File: config.mk
export PLATFORM = sky130hd
export DESIGN_NAME = gps_fix_gate_heading_tracker_flat
export DESIGN_NICKNAME = d
export VERILOG_FILES = /design/src/hw/rtl/gfht_pkg.sv /design/src/hw/rtl/gfht_if.sv /design/src/hw/rtl/gfht_front.sv /design/src/hw/rtl/gfht_queue.sv /design/src/hw/rtl/gfht_cordic.sv /design/src/hw/rtl/gfht_back.sv /design/src/hw/rtl/gps_fix_gate_heading_tracker.sv /design/src/flat_wrapper.sv
export VERILOG_INCLUDE_DIRS = /design/src /design/src/hw/rtl
export SDC_FILE = /design/constraint.sdc
export NUM_CORES = 2
export LEC_CHECK = 0
export BUFFER_PORTS_ARGS = -buffer_cell sky130_fd_sc_hd__buf_2
export CORE_ASPECT_RATIO = 2
export CORE_MARGIN = 2
export CORE_UTILIZATION = 45
export DETAILED_ROUTE_END_ITERATION = 16
export GPL_TIMING_DRIVEN = 0
export SETUP_SLACK_MARGIN = 0.3
export SYNTH_ARGS = -nofsm -noshare
export SYNTH_HDL_FRONTEND = slang
export SYNTH_SLANG_ARGS = --single-unit
File: constraint.sdc
create_clock -name clock -period 10.85 [get_ports clock]
set_input_delay 0 -clock clock [delete_from_list [all_inputs] [get_ports clock]]
set_output_delay 0 -clock clock [all_outputs]
set_load 0.1 [all_outputs]
File: src/hw/rtl/gps_fix_gate_heading_tracker_macros.svh
// Assertion helpers shared by the RTL files.
`ifndef GPS_FIX_GATE_HEADING_TRACKER_MACROS_SVH
`define GPS_FIX_GATE_HEADING_TRACKER_MACROS_SVH

// Same-cycle implication.
`define GFHT_ASSERT_NOW(label, clk, rst, ante, cons, msg) \
   label: assert property (@(posedge clk) disable iff (rst) (ante) |-> (cons)) \
      else $error(msg);

// Next-cycle implication.
`define GFHT_ASSERT_NEXT(label, clk, rst, ante, cons, msg) \
   label: assert property (@(posedge clk) disable iff (rst) (ante) |=> (cons)) \
      else $error(msg);

`endif

File: src/hw/rtl/gfht_pkg.sv
package gfht_pkg;

   localparam int unsigned EAST_W     = 27;
   localparam int unsigned NORTH_W    = 30;
   localparam int unsigned COV_W      = 31;
   localparam int unsigned LEAST_W    = 28;
   localparam int unsigned LNORTH_W   = 31;
   localparam int unsigned HEAD_W     = 16;
   localparam int unsigned STATUS_W   = 2;
   localparam int unsigned LIMIT_W    = 17;
   localparam int unsigned TURN_W     = 16;
   localparam int unsigned CSR_IDX_W  = 2;
   localparam int unsigned CSR_DATA_W = 17;
   localparam int unsigned DX_W       = 29;
   localparam int unsigned DY_W       = 32;
   localparam int unsigned MUL_W      = 32;
   localparam int unsigned PROD_W     = 64;
   localparam int unsigned ANGLE_W    = 32;

   localparam logic [LIMIT_W-1:0] SIGMA_LIMIT_RST = 17'd100;
   localparam logic [LIMIT_W-1:0] JUMP_LIMIT_RST  = 17'd500;
   localparam logic [LIMIT_W-1:0] MIN_MOVE_RST    = 17'd50;
   localparam logic [TURN_W-1:0]  MAX_TURN_RST    = 16'd8192;

   localparam int unsigned CORDIC_STEPS_DEF = 16;
   localparam int unsigned TAB_LEN          = 24;
   localparam int unsigned TAB_IDX_W        = 5;

   localparam logic [ANGLE_W-1:0] ATAN_TAB [TAB_LEN] = '{
      32'd536870912, 32'd316933406, 32'd167458907, 32'd85004756,
      32'd42667331,  32'd21354465,  32'd10680862,  32'd5340245,
      32'd2670675,   32'd1335087,   32'd667544,    32'd333772,
      32'd166886,    32'd83443,     32'd41722,     32'd20861,
      32'd10430,     32'd5215,      32'd2608,      32'd1304,
      32'd652,       32'd326,       32'd163,       32'd81
   };

   localparam int unsigned QUEUE_DEPTH = 2;
   localparam int unsigned QPTR_W      = (QUEUE_DEPTH > 1) ? $clog2(QUEUE_DEPTH) : 1;
   localparam int unsigned QCNT_W      = $clog2(QUEUE_DEPTH + 1);

   typedef enum logic [STATUS_W-1:0] {
      ST_COV_REJ  = 2'd0,
      ST_JUMP_REJ = 2'd1,
      ST_ACCEPT   = 2'd2
   } status_type;

   typedef enum logic [CSR_IDX_W-1:0] {
      CSR_SIGMA_LIMIT = 2'd0,
      CSR_JUMP_LIMIT  = 2'd1,
      CSR_MIN_MOVE    = 2'd2,
      CSR_MAX_TURN    = 2'd3
   } csr_idx_type;

   typedef enum logic [3:0] {
      BK_IDLE,
      BK_SQ_SIG,
      BK_COV,
      BK_DIFF,
      BK_SQ_DX,
      BK_SQ_DY,
      BK_SQ_JMP,
      BK_SQ_MIN,
      BK_MOVE,
      BK_ANGLE,
      BK_FIN
   } back_state_type;

   typedef struct packed {
      logic [LIMIT_W-1:0] sigma_limit;
      logic [LIMIT_W-1:0] jump_limit;
      logic [LIMIT_W-1:0] min_move;
      logic [TURN_W-1:0]  max_turn;
   } csr_type;

   typedef struct packed {
      logic [EAST_W-1:0]  east;
      logic [NORTH_W-1:0] north;
      logic               cov_chk;
      logic [COV_W-1:0]   cov_sum;
   } fix_entry_type;

   typedef struct packed {
      logic full;
      logic empty;
   } queue_status_type;

endpackage

File: src/hw/rtl/gfht_if.sv
interface gfht_req_if import gfht_pkg::*; ();
   logic                       valid;
   logic                       ready;
   logic [EAST_W-1:0]          easting_cm;
   logic [NORTH_W-1:0]         northing_cm;
   logic signed [COV_W-1:0]    cov_east;
   logic signed [COV_W-1:0]    cov_north;
   logic                       cov_known;

   modport source (output valid, easting_cm, northing_cm, cov_east, cov_north, cov_known,
                   input ready);
   modport sink   (input valid, easting_cm, northing_cm, cov_east, cov_north, cov_known,
                   output ready);
endinterface

interface gfht_rsp_if import gfht_pkg::*; ();
   logic                       valid;
   logic                       ready;
   logic [STATUS_W-1:0]        status;
   logic signed [LEAST_W-1:0]  local_east;
   logic signed [LNORTH_W-1:0] local_north;
   logic signed [HEAD_W-1:0]   heading;
   logic                       heading_valid;

   modport source (output valid, status, local_east, local_north, heading, heading_valid,
                   input ready);
   modport sink   (input valid, status, local_east, local_north, heading, heading_valid,
                   output ready);
endinterface

File: src/hw/rtl/gfht_front.sv
module gfht_front import gfht_pkg::*; (
   gfht_req_if.sink         req_bus,
   input  queue_status_type q_status,
   output logic             push,
   output fix_entry_type    push_entry
);

   logic signed [COV_W:0] cov_sum;

   assign cov_sum = (COV_W+1)'(req_bus.cov_east) + (COV_W+1)'(req_bus.cov_north);

   assign req_bus.ready = !q_status.full;
   assign push          = req_bus.valid && !q_status.full;

   // a negative sum never trips the covariance gate
   assign push_entry.east    = req_bus.easting_cm;
   assign push_entry.north   = req_bus.northing_cm;
   assign push_entry.cov_chk = req_bus.cov_known && !cov_sum[COV_W];
   assign push_entry.cov_sum = cov_sum[COV_W-1:0];

endmodule

File: src/hw/rtl/gfht_queue.sv
`include "gps_fix_gate_heading_tracker_macros.svh"

module gfht_queue import gfht_pkg::*; (
   input  logic             clock,
   input  logic             reset,
   input  logic             push,
   input  fix_entry_type    push_entry,
   input  logic             pop,
   output fix_entry_type    head,
   output queue_status_type status
);

   fix_entry_type      mem_ff [QUEUE_DEPTH];
   logic [QPTR_W-1:0]  wr_ptr_ff, wr_ptr_in;
   logic [QPTR_W-1:0]  rd_ptr_ff, rd_ptr_in;
   logic [QCNT_W-1:0]  count_ff, count_in;

   function automatic logic [QPTR_W-1:0] ptr_next(input logic [QPTR_W-1:0] p);
      logic [QPTR_W-1:0] r;
      if (p == QPTR_W'(QUEUE_DEPTH - 1)) begin
         r = '0;
      end else begin
         r = p + QPTR_W'(1);
      end
      return r;
   endfunction

   assign status.full  = (count_ff == QCNT_W'(QUEUE_DEPTH));
   assign status.empty = (count_ff == '0);
   assign head         = mem_ff[rd_ptr_ff];

   always_comb begin
      wr_ptr_in = push ? ptr_next(wr_ptr_ff) : wr_ptr_ff;
      rd_ptr_in = pop  ? ptr_next(rd_ptr_ff) : rd_ptr_ff;
      count_in  = count_ff;
      if (push && !pop) begin
         count_in = count_ff + QCNT_W'(1);
      end else if (pop && !push) begin
         count_in = count_ff - QCNT_W'(1);
      end
   end

   always_ff @(posedge clock) begin
      if (reset) begin
         wr_ptr_ff <= '0;
         rd_ptr_ff <= '0;
         count_ff  <= '0;
      end else begin
         wr_ptr_ff <= wr_ptr_in;
         rd_ptr_ff <= rd_ptr_in;
         count_ff  <= count_in;
      end
   end

   always_ff @(posedge clock) begin
      if (push) begin
         mem_ff[wr_ptr_ff] <= push_entry;
      end
   end

   `GFHT_ASSERT_NOW(a_no_pop_empty, clock, reset, pop, !status.empty, "pop from empty queue")
   `GFHT_ASSERT_NOW(a_no_push_full, clock, reset, push, !status.full, "push into full queue")

endmodule

File: src/hw/rtl/gfht_cordic.sv
module gfht_cordic import gfht_pkg::*; #(
   parameter int unsigned CORDIC_STEPS = CORDIC_STEPS_DEF
) (
   input  logic                    clock,
   input  logic                    reset,
   input  logic                    start,
   input  logic signed [DX_W-1:0]  x_in,
   input  logic signed [DY_W-1:0]  y_in,
   output logic                    done,
   output logic [HEAD_W-1:0]       angle
);

   localparam int unsigned CW = DY_W + 2;
   localparam int unsigned SW = $clog2(CORDIC_STEPS + 1);

   logic signed [CW-1:0] x_ff, y_ff, x_in_step, y_in_step, xs, ys;
   logic signed [CW-1:0] x0, y0;
   logic [ANGLE_W-1:0]   z_ff, z_in_step, z_round, tab_val;
   logic [SW-1:0]        cnt_ff;
   logic                 busy_ff, done_ff;
   logic [HEAD_W-1:0]    angle_ff;
   logic                 y_pos, last;

   assign x0      = CW'(x_in);
   assign y0      = CW'(y_in);
   assign xs      = x_ff >>> cnt_ff;
   assign ys      = y_ff >>> cnt_ff;
   assign y_pos   = !y_ff[CW-1] && (y_ff != '0);
   assign tab_val = ATAN_TAB[TAB_IDX_W'(cnt_ff)];
   assign last    = (cnt_ff == SW'(CORDIC_STEPS - 1));
   assign z_round = z_in_step + ANGLE_W'(32'h8000);

   always_comb begin
      if (y_pos) begin
         x_in_step = x_ff + ys;
         y_in_step = y_ff - xs;
         z_in_step = z_ff + tab_val;
      end else begin
         x_in_step = x_ff - ys;
         y_in_step = y_ff + xs;
         z_in_step = z_ff - tab_val;
      end
   end

   always_ff @(posedge clock) begin
      if (reset) begin
         busy_ff <= 1'b0;
         done_ff <= 1'b0;
      end else begin
         done_ff <= 1'b0;
         if (start) begin
            busy_ff <= (x_in != '0) || (y_in != '0);
            done_ff <= (x_in == '0) && (y_in == '0);
         end else if (busy_ff && last) begin
            busy_ff <= 1'b0;
            done_ff <= 1'b1;
         end
      end
   end

   always_ff @(posedge clock) begin
      if (start) begin
         cnt_ff   <= '0;
         angle_ff <= '0;
         if (x_in[DX_W-1]) begin
            x_ff <= -x0;
            y_ff <= -y0;
            z_ff <= ANGLE_W'(32'h8000_0000);
         end else begin
            x_ff <= x0;
            y_ff <= y0;
            z_ff <= '0;
         end
      end else if (busy_ff) begin
         x_ff   <= x_in_step;
         y_ff   <= y_in_step;
         z_ff   <= z_in_step;
         cnt_ff <= cnt_ff + SW'(1);
         if (last) begin
            angle_ff <= z_round[ANGLE_W-1 -: HEAD_W];
         end
      end
   end

   assign done  = done_ff;
   assign angle = angle_ff;

endmodule

File: src/hw/rtl/gfht_back.sv
`include "gps_fix_gate_heading_tracker_macros.svh"

module gfht_back import gfht_pkg::*; #(
   parameter int unsigned CORDIC_STEPS = CORDIC_STEPS_DEF
) (
   input  logic             clock,
   input  logic             reset,
   input  csr_type          csr,
   input  fix_entry_type    head,
   input  queue_status_type q_status,
   output logic             pop,
   gfht_rsp_if.source       rsp_bus
);

   back_state_type             state_ff, state_in;
   fix_entry_type              cur_ff;
   logic [PROD_W-1:0]          p_ff, p_in, d2_ff;
   logic [MUL_W-1:0]           mul_a, mul_b;
   logic                       jrej_ff;
   status_type                 status_ff;
   logic signed [LEAST_W-1:0]  le_ff, le_in;
   logic signed [LNORTH_W-1:0] ln_ff, ln_in;
   logic signed [DX_W-1:0]     dx_ff, dx_in, dx_neg;
   logic signed [DY_W-1:0]     dy_ff, dy_in, dy_neg;
   logic [MUL_W-1:0]           dxm_ff, dym_ff;
   logic [EAST_W-1:0]          origin_east_ff, orig_e;
   logic [NORTH_W-1:0]         origin_north_ff, orig_n;
   logic                       origin_valid_ff;
   logic signed [LEAST_W-1:0]  prev_east_ff;
   logic signed [LNORTH_W-1:0] prev_north_ff;
   logic                       prev_valid_ff;
   logic [HEAD_W-1:0]          heading_ff;
   logic                       heading_ok_ff;
   logic                       cov_reject, move_hit, turn_ok;
   logic                       cordic_start, cordic_done, out_load;
   logic [HEAD_W-1:0]          new_head, head_diff;
   logic [HEAD_W:0]            diff_mag;
   logic                       rsp_valid_ff;
   logic [STATUS_W-1:0]        out_status_ff;
   logic signed [LEAST_W-1:0]  out_le_ff;
   logic signed [LNORTH_W-1:0] out_ln_ff;
   logic [HEAD_W-1:0]          out_head_ff;
   logic                       out_head_ok_ff;

   gfht_cordic #(
      .CORDIC_STEPS (CORDIC_STEPS)
   ) u_cordic (
      .clock (clock),
      .reset (reset),
      .start (cordic_start),
      .x_in  (dx_ff),
      .y_in  (dy_ff),
      .done  (cordic_done),
      .angle (new_head)
   );

   // shared multiplier, result registered every cycle
   assign p_in = mul_a * mul_b;

   assign cov_reject = cur_ff.cov_chk &&
                       ({5'b0, cur_ff.cov_sum} > {p_ff[LIMIT_W*2:0], 1'b0});
   assign move_hit   = (d2_ff >= p_ff);

   assign orig_e = origin_valid_ff ? origin_east_ff  : cur_ff.east;
   assign orig_n = origin_valid_ff ? origin_north_ff : cur_ff.north;
   assign le_in  = $signed({1'b0, cur_ff.east})  - $signed({1'b0, orig_e});
   assign ln_in  = $signed({1'b0, cur_ff.north}) - $signed({1'b0, orig_n});
   assign dx_in  = DX_W'(le_ff) - DX_W'(prev_east_ff);
   assign dy_in  = DY_W'(ln_ff) - DY_W'(prev_north_ff);
   assign dx_neg = -dx_in;
   assign dy_neg = -dy_in;

   assign head_diff = new_head - heading_ff;
   assign diff_mag  = head_diff[HEAD_W-1] ? ((HEAD_W+1)'(1) << HEAD_W) - {1'b0, head_diff}
                                          : {1'b0, head_diff};
   assign turn_ok   = (diff_mag <= {1'b0, csr.max_turn});

   always_comb begin
      state_in = state_ff;
      case (state_ff)
         BK_IDLE:   if (!q_status.empty) state_in = BK_SQ_SIG;
         BK_SQ_SIG: state_in = BK_COV;
         BK_COV: begin
            if (cov_reject || !prev_valid_ff) begin
               state_in = BK_FIN;
            end else begin
               state_in = BK_DIFF;
            end
         end
         BK_DIFF:   state_in = BK_SQ_DX;
         BK_SQ_DX:  state_in = BK_SQ_DY;
         BK_SQ_DY:  state_in = BK_SQ_JMP;
         BK_SQ_JMP: state_in = BK_SQ_MIN;
         BK_SQ_MIN: state_in = BK_MOVE;
         BK_MOVE: begin
            if (!jrej_ff && move_hit) begin
               state_in = BK_ANGLE;
            end else begin
               state_in = BK_FIN;
            end
         end
         BK_ANGLE:  if (cordic_done) state_in = BK_FIN;
         BK_FIN:    if (out_load) state_in = BK_IDLE;
         default:   state_in = BK_IDLE;
      endcase
   end

   always_comb begin
      pop          = 1'b0;
      cordic_start = 1'b0;
      out_load     = 1'b0;
      mul_a        = '0;
      mul_b        = '0;
      case (state_ff)
         BK_IDLE: pop = !q_status.empty;
         BK_SQ_SIG: begin
            mul_a = MUL_W'(csr.sigma_limit);
            mul_b = MUL_W'(csr.sigma_limit);
         end
         BK_SQ_DX: begin
            mul_a = dxm_ff;
            mul_b = dxm_ff;
         end
         BK_SQ_DY: begin
            mul_a = dym_ff;
            mul_b = dym_ff;
         end
         BK_SQ_JMP: begin
            mul_a = MUL_W'(csr.jump_limit);
            mul_b = MUL_W'(csr.jump_limit);
         end
         BK_SQ_MIN: begin
            mul_a = MUL_W'(csr.min_move);
            mul_b = MUL_W'(csr.min_move);
         end
         BK_MOVE: cordic_start = !jrej_ff && move_hit;
         BK_FIN:  out_load = !rsp_valid_ff || rsp_bus.ready;
         default: pop = 1'b0;
      endcase
   end

   always_ff @(posedge clock) begin
      if (reset) begin
         state_ff        <= BK_IDLE;
         origin_valid_ff <= 1'b0;
         prev_valid_ff   <= 1'b0;
         heading_ff      <= '0;
         heading_ok_ff   <= 1'b0;
         rsp_valid_ff    <= 1'b0;
      end else begin
         state_ff     <= state_in;
         rsp_valid_ff <= out_load || (rsp_valid_ff && !rsp_bus.ready);
         if (state_ff == BK_COV && !cov_reject) begin
            origin_valid_ff <= 1'b1;
         end
         if (out_load && status_ff == ST_ACCEPT) begin
            prev_valid_ff <= 1'b1;
         end
         if (state_ff == BK_ANGLE && cordic_done) begin
            heading_ok_ff <= 1'b1;
            if (!heading_ok_ff || turn_ok) begin
               heading_ff <= new_head;
            end
         end
      end
   end

   always_ff @(posedge clock) begin
      p_ff <= p_in;
      if (pop) begin
         cur_ff <= head;
      end
      case (state_ff)
         BK_COV: begin
            if (cov_reject) begin
               status_ff <= ST_COV_REJ;
               le_ff     <= '0;
               ln_ff     <= '0;
            end else begin
               status_ff <= ST_ACCEPT;
               le_ff     <= le_in;
               ln_ff     <= ln_in;
               if (!origin_valid_ff) begin
                  origin_east_ff  <= cur_ff.east;
                  origin_north_ff <= cur_ff.north;
               end
            end
         end
         BK_DIFF: begin
            dx_ff  <= dx_in;
            dy_ff  <= dy_in;
            dxm_ff <= {{(MUL_W-DX_W+1){1'b0}},
                       (dx_in[DX_W-1] ? dx_neg[DX_W-2:0] : dx_in[DX_W-2:0])};
            dym_ff <= dy_in[DY_W-1] ? dy_neg : dy_in;
         end
         BK_SQ_DY:  d2_ff   <= p_ff;
         BK_SQ_JMP: d2_ff   <= d2_ff + p_ff;
         BK_SQ_MIN: jrej_ff <= (d2_ff > p_ff);
         BK_MOVE:   if (jrej_ff) status_ff <= ST_JUMP_REJ;
         BK_FIN: begin
            if (out_load && status_ff == ST_ACCEPT) begin
               prev_east_ff  <= le_ff;
               prev_north_ff <= ln_ff;
            end
         end
         default: ;
      endcase
      if (out_load) begin
         out_status_ff  <= status_ff;
         out_le_ff      <= le_ff;
         out_ln_ff      <= ln_ff;
         out_head_ff    <= heading_ff;
         out_head_ok_ff <= heading_ok_ff;
      end
   end

   assign rsp_bus.valid         = rsp_valid_ff;
   assign rsp_bus.status        = out_status_ff;
   assign rsp_bus.local_east    = out_le_ff;
   assign rsp_bus.local_north   = out_ln_ff;
   assign rsp_bus.heading       = out_head_ff;
   assign rsp_bus.heading_valid = out_head_ok_ff;

   `GFHT_ASSERT_NEXT(a_accept_sets_prev, clock, reset, out_load && status_ff == ST_ACCEPT, prev_valid_ff, "accepted fix left no previous point")
   `GFHT_ASSERT_NEXT(a_angle_sets_heading, clock, reset, state_ff == BK_ANGLE && cordic_done, heading_ok_ff, "new heading not marked valid")
   `GFHT_ASSERT_NOW(a_diff_needs_refs, clock, reset, state_ff == BK_DIFF, origin_valid_ff && prev_valid_ff, "displacement taken without origin or previous point")

endmodule

File: src/hw/rtl/gps_fix_gate_heading_tracker.sv
// GNSS fix gate and course-over-ground tracker. Each fix beat on req_bus yields exactly
// one result beat on rsp_bus, in order. Fixes enter a two-deep queue and are worked one at a
// time by a sequencer that squares the sigma, step and move limits and the displacement
// through one shared 32x32 multiplier, then runs an iterative CORDIC atan2. The CORDIC
// iterations are skipped when the step is zero; a fix rejected by covariance, or the first
// accepted one, skips the displacement, gate and heading work; one rejected by the jump test
// or too short to update heading skips the CORDIC. Registers on the csr_ port must be
// written only while no fix is in flight; the block itself does not enforce this.
module gps_fix_gate_heading_tracker import gfht_pkg::*; #(
   parameter int unsigned CORDIC_STEPS = CORDIC_STEPS_DEF
) (
   input  logic                  clock,
   input  logic                  reset,
   gfht_req_if.sink              req_bus,
   gfht_rsp_if.source            rsp_bus,
   input  logic                  csr_wr_en,
   input  logic [CSR_IDX_W-1:0]  csr_idx,
   input  logic [CSR_DATA_W-1:0] csr_wr_data
);

   csr_type          csr_ff;
   queue_status_type q_status;
   fix_entry_type    push_entry, head;
   logic             push, pop;

   always_ff @(posedge clock) begin
      if (reset) begin
         csr_ff.sigma_limit <= SIGMA_LIMIT_RST;
         csr_ff.jump_limit  <= JUMP_LIMIT_RST;
         csr_ff.min_move    <= MIN_MOVE_RST;
         csr_ff.max_turn    <= MAX_TURN_RST;
      end else if (csr_wr_en) begin
         case (csr_idx_type'(csr_idx))
            CSR_SIGMA_LIMIT: csr_ff.sigma_limit <= csr_wr_data[LIMIT_W-1:0];
            CSR_JUMP_LIMIT:  csr_ff.jump_limit  <= csr_wr_data[LIMIT_W-1:0];
            CSR_MIN_MOVE:    csr_ff.min_move    <= csr_wr_data[LIMIT_W-1:0];
            CSR_MAX_TURN:    csr_ff.max_turn    <= csr_wr_data[TURN_W-1:0];
            default:         csr_ff.max_turn    <= csr_ff.max_turn;
         endcase
      end
   end

   gfht_front u_front (
      .req_bus    (req_bus),
      .q_status   (q_status),
      .push       (push),
      .push_entry (push_entry)
   );

   gfht_queue u_queue (
      .clock      (clock),
      .reset      (reset),
      .push       (push),
      .push_entry (push_entry),
      .pop        (pop),
      .head       (head),
      .status     (q_status)
   );

   gfht_back #(
      .CORDIC_STEPS (CORDIC_STEPS)
   ) u_back (
      .clock    (clock),
      .reset    (reset),
      .csr      (csr_ff),
      .head     (head),
      .q_status (q_status),
      .pop      (pop),
      .rsp_bus  (rsp_bus)
   );

endmodule

File: src/flat_wrapper.sv
// flat-port wrapper written by rule: the top's interface ports become plain ports
module gps_fix_gate_heading_tracker_flat import gfht_pkg::*;
#(
   parameter int unsigned CORDIC_STEPS = CORDIC_STEPS_DEF
)
  (clock, reset, csr_wr_en, csr_idx, csr_wr_data, req_bus_valid, req_bus_easting_cm, req_bus_northing_cm, req_bus_cov_east, req_bus_cov_north, req_bus_cov_known, req_bus_ready, rsp_bus_valid, rsp_bus_status, rsp_bus_local_east, rsp_bus_local_north, rsp_bus_heading, rsp_bus_heading_valid, rsp_bus_ready);
  gfht_req_if req_bus_i ();
  gfht_rsp_if rsp_bus_i ();
  input  logic clock;
  input  logic reset;
  input  logic csr_wr_en;
  input  logic [CSR_IDX_W-1:0] csr_idx;
  input  logic [CSR_DATA_W-1:0] csr_wr_data;
  input wire logic [$bits(req_bus_i.valid)-1:0] req_bus_valid;
  input wire logic [$bits(req_bus_i.easting_cm)-1:0] req_bus_easting_cm;
  input wire logic [$bits(req_bus_i.northing_cm)-1:0] req_bus_northing_cm;
  input wire logic [$bits(req_bus_i.cov_east)-1:0] req_bus_cov_east;
  input wire logic [$bits(req_bus_i.cov_north)-1:0] req_bus_cov_north;
  input wire logic [$bits(req_bus_i.cov_known)-1:0] req_bus_cov_known;
  output wire logic [$bits(req_bus_i.ready)-1:0] req_bus_ready;
  output wire logic [$bits(rsp_bus_i.valid)-1:0] rsp_bus_valid;
  output wire logic [$bits(rsp_bus_i.status)-1:0] rsp_bus_status;
  output wire logic [$bits(rsp_bus_i.local_east)-1:0] rsp_bus_local_east;
  output wire logic [$bits(rsp_bus_i.local_north)-1:0] rsp_bus_local_north;
  output wire logic [$bits(rsp_bus_i.heading)-1:0] rsp_bus_heading;
  output wire logic [$bits(rsp_bus_i.heading_valid)-1:0] rsp_bus_heading_valid;
  input wire logic [$bits(rsp_bus_i.ready)-1:0] rsp_bus_ready;
  assign req_bus_i.valid = req_bus_valid;
  assign req_bus_i.easting_cm = req_bus_easting_cm;
  assign req_bus_i.northing_cm = req_bus_northing_cm;
  assign req_bus_i.cov_east = req_bus_cov_east;
  assign req_bus_i.cov_north = req_bus_cov_north;
  assign req_bus_i.cov_known = req_bus_cov_known;
  assign req_bus_ready = req_bus_i.ready;
  assign rsp_bus_valid = rsp_bus_i.valid;
  assign rsp_bus_status = rsp_bus_i.status;
  assign rsp_bus_local_east = rsp_bus_i.local_east;
  assign rsp_bus_local_north = rsp_bus_i.local_north;
  assign rsp_bus_heading = rsp_bus_i.heading;
  assign rsp_bus_heading_valid = rsp_bus_i.heading_valid;
  assign rsp_bus_i.ready = rsp_bus_ready;
  gps_fix_gate_heading_tracker #(.CORDIC_STEPS(CORDIC_STEPS)) u_core (.clock(clock), .reset(reset), .req_bus(req_bus_i), .rsp_bus(rsp_bus_i), .csr_wr_en(csr_wr_en), .csr_idx(csr_idx), .csr_wr_data(csr_wr_data));
endmodule
; Yosys cells after proc, flatten, opt, wreduce, memory -nomap -nowiden
; Memory sizes are Yosys's and may differ from the RTL's. A register that Yosys moved wholly into a read port is not among the register bits.
; Cells that the tools add are included.
[word_totals]
latchBits = 0
rom_bits = 1024
mem_bits_rw = 178
output_inout_bits = 80
inputBits = 144
elab_cells = 192
register_bits = 723
memories = 2
[classes]
bitwise = 2
n_addsub = 24
eq_ne = 20
n_reduce_logical = 53
mux = 43
order_cmp = 5
shift = 2
n_div = 0
n_mul = 1
[mem_list]
columns = name, words, word_bits, rd, rd_clocked_by_memory_dff, write_ports, line
row1 = (name not given), 32, 32, 1, 0, 0, gfht_cordic.sv:29  ; assign tab_val = ATAN_TAB[TAB_IDX_W'(cnt_ff)];
row2 = u_core.u_queue.mem_ff, 2, 89, 1, 1, 1, gfht_queue.sv:13  ; fix_entry_type mem_ff [QUEUE_DEPTH];
[op_table]
columns = op, count
row1 = $mux W34, 8
row2 = $mux W32, 6
row3 = $pmux W32 S5, 1
row4 = $pmux W64 S2, 1
row5 = $add A34 B34 Y34, 2
row6 = $sshr A34 B5 Y34, 2
row7 = $sub A34 B34 Y34, 2
row8 = $add A64 B64 Y64, 1
row9 = $ge A64 B64 Y1, 1
row10 = $gt A64 B64 Y1, 1
row11 = $mul A32 B32 Y64, 1
row12 = $pmux W4 S11, 1
row13 = $gt A31 B36 Y1, 1
row14 = $neg A29 Y34, 1
row15 = $neg A32 Y34, 1
row16 = $reduce_bool A34 Y1, 1
row17 = $add A31 B31 Y32, 1
row18 = $add A32 B16 Y32 const B, 1
row19 = $add A32 B32 Y32, 1
row20 = $logic_not A32 Y1, 1
row21 = $neg A32 Y32, 1
row22 = $reduce_bool A32 Y1, 1
row23 = $sub A31 B31 Y32, 1
row24 = $sub A32 B32 Y32, 1
row25 = other kinds (42), 111

; Longest topological paths before layout
[depth]
depth_word = 8
ltp_mapped = 39
depth_no_buf = 35

; Hierarchy
; Synthesis repeated with hierarchy kept, for this count alone.
[unflattened]
cells_unflattened = 9556
hier_area_um2 = 93825.0
[by_module_without_submodules]
columns = mod, instances, seq_area_each_um2, cells_each, area_each_um2
row1 = gfht_back, 1, 17596.9, 6434, 63504.7
row2 = gfht_cordic, 1, 3463.3, 2269, 18803.0
row3 = gfht_queue, 1, 5445.2, 299, 6658.9
row4 = gps_fix_gate_heading_tracker, 1, 1341.3, 253, 2700.1
row5 = gfht_front, 1, 0.0, 301, 2158.3

; Worst setup path after synthesis
; No wires, ideal clock.
[synth_path]
path_type = flip-flop to flip-flop
startpoint = reg u_core.u_back.state_ff[1]
endpoint = reg u_core.u_queue.count_ff[1]
setup_ns = 0.070
period_less_slack_ns = 10.839
t_required_ns = 10.780
arrival_time_ns = 10.769
path_buffers = 1
path_stages_with_launch = 9
slack_ns = 0.011
cell_sequence = dfxtp_1 > clkbuf_1 > or2_2 > nor4_1 > inv_1 > ha_1 > xor2_1 > or3_1 > a21oi_1
[synth_between]
elab_chain_cells = 5
elab_cells_between_ends = 7
cone_classes = mux: 2 / reduce/logical: 5
[synth_lines]
columns = element, line
row1 = "start, declared", gfht_back.sv:15  ; back_state_type state_ff, state_in;
row2 = "start signal, assigned", gfht_back.sv:151  ; state_ff <= state_in;
row3 = $logic_not A4 Y1 (*), gfht_back.sv:114  ; case (state_ff)
row4 = $mux W1 (*), gfht_back.sv:114
row5 = named net u_core.pop, gps_fix_gate_heading_tracker.sv:24  ; logic push, pop;
row6 = $logic_not A1 Y1, gfht_queue.sv:36  ; if (push && !pop) begin
row7 = $logic_and A1 B1 Y1, gfht_queue.sv:36
row8 = $mux W2 / $reduce_bool A2 Y1 (equally long branches), --
row9 = "end signal, assigned", gfht_queue.sv:51  ; count_ff <= count_in;
row10 = "end, declared", gfht_queue.sv:16  ; logic [QCNT_W-1:0] count_ff, count_in;
; The timed path passes the listed nets; every way through them passes the cells marked *.
; A chain may end at the register's enable or synchronous reset.

; Final worst setup path
[layout_path]
startpoint = reg u_core.u_back.u_cordic.cnt_ff[2]
endpoint = reg u_core.u_back.u_cordic.x_ff[32] (data pin)
[layout_between]
elab_chain_cells = 5
elab_cells_between_ends = 6
cone_classes = add/sub: 2 / shift: 1 / mux: 3
[layout_lines]
columns = element, line
row1 = "start, declared", gfht_cordic.sv:19  ; logic [SW-1:0] cnt_ff;
row2 = "start signal, assigned", gfht_cordic.sv:78  ; cnt_ff <= cnt_ff + SW'(1);
row3 = $sshr A34 B5 Y34 (*), gfht_cordic.sv:27  ; assign ys = y_ff >>> cnt_ff;
row4 = $sub A34 B34 Y34 / $add A34 B34 Y34 (equally long branches), "gfht_cordic.sv:39, gfht_cordic.sv:35"
row5 = $mux W34 (*), gfht_cordic.sv:34  ; if (y_pos) begin
row6 = $mux W34 (*), gfht_cordic.sv:74  ; end else if (busy_ff) begin
row7 = $mux W34 (*), gfht_cordic.sv:62  ; if (start) begin
row8 = "end signal, assigned", gfht_cordic.sv:66  ; x_ff <= -x0;
row9 = "end signal, assigned", gfht_cordic.sv:75  ; x_ff <= x_in_step;
row10 = "end, declared", gfht_cordic.sv:16  ; logic signed [CW-1:0] x_ff, y_ff, x_in_step, y_in_step, xs, ys;
; Every way passes the cells marked *; elsewhere a longest branch is shown, timed or not. The select of a mux whose other input is x is not followed.

==> flow_summary.yaml <==
outcome:
  status: "complete, but fails checks"
  violations: "negative hold slack, max-capacitance violations, max-slew violations"
layout:
  syn_to_final_growth_pct: 13.43
  fin_cells: 12580
  drive_gt1_frac: 0.09715
  utilization: 0.5129
  layout.nets: 11580
placed_design:
  dp_hpwl_um: 312800
  placedCellCount: 12120
  place_congestion: 1.039
  place_ws_ns: -3.757
  port_buffers: 221
routing:
  vias: 73390
  antenna_left: 0
  drt_wl_total_um: 391100
  vias_per_cell: 5.834
  drc: 0
  drt_iter0_markers: 4750
  drt_first_pass_iters: 9
  routedWlPerCell_um: 31.09
grt:
  grt_max_degree: 60
  grt.total_usage: 0.3857
  antenna_found_initial: 27
  grt_overflow: 0
  grt_pass1_vias: 78230
  grt_pass1_wl_um: 554400
floorplan:
  fp-row-count: 233
  die_x_um: 321.7
  io_pins: 224
  core-area_mm2: 0.2009
  start_util: 0.4522
  dieArea_mm2: 0.2057
  die_h_um: 639.3
power_and_ir_drop:
  combinationalPowerShare: 0.635
  p_seq_frac: 0.231
  clockPowerShare: 0.134
  leakage_nw: 45.02
  p_sw_frac: 0.5035
  peakVddDrop_mv: 0.2648
  p_total_mw: 26.60
  internal_power_mw: 13.21
  p_per_area_mw_per_mm2: 258.3
  p_sw_mw: 13.40
yosys:
  yosysSeqAreaShare: 0.3064
  synth_cell_types: 100
  syn_inst: 9266
  syn_nets: 10950
  syn_area_per_cell_um2: 9.802
  synth_seq_cells: 987
  synth_edf_count: 806
  ys_warn_count: 0
  async_flop_share: 0
  syn_area_mm2: 0.09082
  synthFlopType: "edfxtp_1"
timing:
  drv_slew: 18
  finalSetupViolations: 0
  period_needed_ns: 10.66
  rsz0062_at_grt: "no"
  relSlewSlack: -0.01367
  hold_viol: 2
  fin_crit_sh: 0.9820
  fmax_mhz: 93.85
  clock-skew-final_ns: 0.06783
  worst_slack_ns: 0.1949
  whs_ns: -0.01392
  worst_slew_pin_slew_ns: 1.521
clock_tree:
  numClockSinks: 987
  clock_latency_ns: 0.82
  cts_max_path_buffers: 3
  cts_tree: "yes"
  ctsHtreeMaxLevel: 3
  cts_root_buf: "clkbuf_16"
  cts-buffers-inserted: 94
  clk_pin_slew_ns: 0.08
setup_path:
  crit_type: "register to register"
  crit_fanout: 10
  required_ns: 11.39
  end_kind: "register"
  critPathLaunchType: "register"
  cp_data_arrival_time_ns: 11.19
flow_run:
  cap_viol_max_count: 3
min_path:
  hold_class: "input pin to register"
power groups by stage:
stage | clock (mW) | sequential [mW] | combinational (mW)
final | 3.56 | 6.16 | 16.9
after CTS | 3.63 | 6.14 | 16.3
after detailed placement | 0 | 6.21 | 15.9
after global placement | 0 | 6.34 | 15.7
after floorplan | 0 | 6.11 | 10.1
after global routing | 3.73 | 6.20 | 17.8
worst paths after layout:
kind,from,cells after the start,to,slack [ns]
max,u_core.u_back.u_cordic.cnt_ff[2]$_SDFFE_PP0P_,23,u_core.u_back.u_cordic.x_ff[32]$_DFFE_PP_,0.19
max reg2reg,u_core.u_back.u_cordic.cnt_ff[2]$_SDFFE_PP0P_,23,u_core.u_back.u_cordic.x_ff[32]$_DFFE_PP_,0.19
min,req_bus_cov_north[28],4,u_core.u_queue.mem_ff[1][31]$_DFFE_PP_,-0.01
min reg2reg,u_core.csr_ff[7]$_SDFFE_PP0P_,2,u_core.csr_ff[7]$_SDFFE_PP0P_,0.46
routing by layer:
| metal | GRT usage | up-vias | wire length (um) |
|---|---|---|---|
| li1 | - | 32650 | - |
| met1 | 0.3408 | 36460 | 117000 |
| met2 | 0.6936 | 2836 | 201900 |
| met3 | 0.08650 | 1417 | 21980 |
| met4 | 0.3977 | 16 | 50130 |
| met5 | 0 | - | 110 |
timing repair:
item                                   4_1_cts  5_1_grt
hold buffers                               222        0
setup buffers                               30        7
endpoints found under the hold margin      275        0
gates resized for setup                    315       87
pin swaps                                   17       12
setup endpoints to repair                   52       18
layout by cell type, fill, tap and decap left out, drive strengths merged, types with 186 or more instances in the layout:
| cell type | count |
|---|---|
| fa | 805 |
| edfxtp | 806 |
| buf | 404 |
| clkbuf | 358 |
| a21o | 186 |
| inv | 1378 |
| nand2 | 865 |
| xor2 | 193 |
| dlygate4sd3 | 222 |
| xnor2 | 407 |
| a21oi | 547 |
| o21ai | 399 |
| ha | 731 |
| nor2 | 767 |
cells in the mapped netlist (50+ instances only):
cell type / n / area share
inv_1: 1368 / 0.057
nand2_1: 865 / 0.036
edfxtp_1: 806 / 0.27
fa_1: 805 / 0.18
nor2_1: 766 / 0.032
ha_1: 731 / 0.10
a21oi_1: 545 / 0.030
xnor2_1: 407 / 0.039
o21ai_0: 384 / 0.021
clkbuf_1: 256 / 0.011
xor2_1: 193 / 0.019
a21o_1: 186 / 0.015
dfxtp_1: 181 / 0.040
mux2i_1: 132 / 0.015
mux2_2: 102 / 0.013
nand3_1: 98 / 0.0054
nor3_1: 98 / 0.0054
mux4_2: 78 / 0.019
nand2b_1: 73 / 0.0050
nand4_1: 72 / 0.0050
o21a_1: 68 / 0.0056
a211oi_1: 66 / 0.0055
nor2b_1: 64 / 0.0044
o31ai_1: 64 / 0.0053
o21bai_1: 63 / 0.0052
a31oi_1: 58 / 0.0040
and3_1: 54 / 0.0037
and2_1: 50 / 0.0034
registers in the layout, indices dropped and copies added, names as in the netlist, 32 cells and up:
name / flops
u_core.u_back.dy_ff: 32
u_core.csr_ff: 67
u_core.u_back.d2_ff: 64
u_core.u_back.cur_ff: 89
u_core.u_back.u_cordic.x_ff: 34
u_core.u_back.u_cordic.y_ff: 34
u_core.u_back.p_ff: 63
u_core.u_queue.mem_ff: 178
u_core.u_back.u_cordic.z_ff: 32
critical path, cell delays in order, from the launching register on:
cell       delay, ns
dfxtp_1         0.34
clkbuf_2        0.57
buf_2           0.51
clkbuf_1        0.98
mux4_2          0.42
mux2i_1         0.42
o21ai_0         0.16
a221oi_1        1.02
nand4b_1        0.49
inv_1           0.14
a21oi_1         0.09
xnor2_1         0.67
ha_1            0.44
a21o_1          0.21
o31a_1          0.31
a2111oi_0       1.18
o21ai_0         0.51
o41ai_1         0.79
o21ai_1         0.23
buf_6           0.22
o22ai_1         0.23
o21ai_0         0.17
xnor2_1         0.17
nor2_1          0.05
area by class of cell:
type	instances	area (um2)
Clock inverter	61	690.7
Clock buffer	113	2545
Sequential cell	987	27830
Tap cell	2585	3234
Fill cell	18420	97850
Antenna cell	21	52.55
Multi-Input combinational cell	6557	56910
Timing Repair Buffer	534	4523
Buffer	340	1961
Inverter	1382	5275
metrics by stage:
| stage | TNS (ns) | area [um2] |
|---|---|---|
| after floorplan | 0 | 90830 |
| final | 0 | 103000 |
| after detailed placement | -92.54 | 95960 |
| after CTS | 0 | 102600 |
| after global routing | 0 | 103000 |
| after global placement | -221.54 | 95170 |
cells by family (layout without fill, tap and decap cells):
family,count (synthesis),after routing,share of synthesized area
and+or+nand+nor,2369,2369,0.1184
muxes,312,312,0.04654
other,0,21,0
xor gates and xnor gates,600,600,0.05786
DFF,987,987,0.3064
adders and majority gates,1536,1536,0.2781
AOI/OAI and AO/OA,1740,1740,0.1205
buffers and inverters,1722,2430,0.07223
No activity file was read; power rests on OpenSTA's default activity.
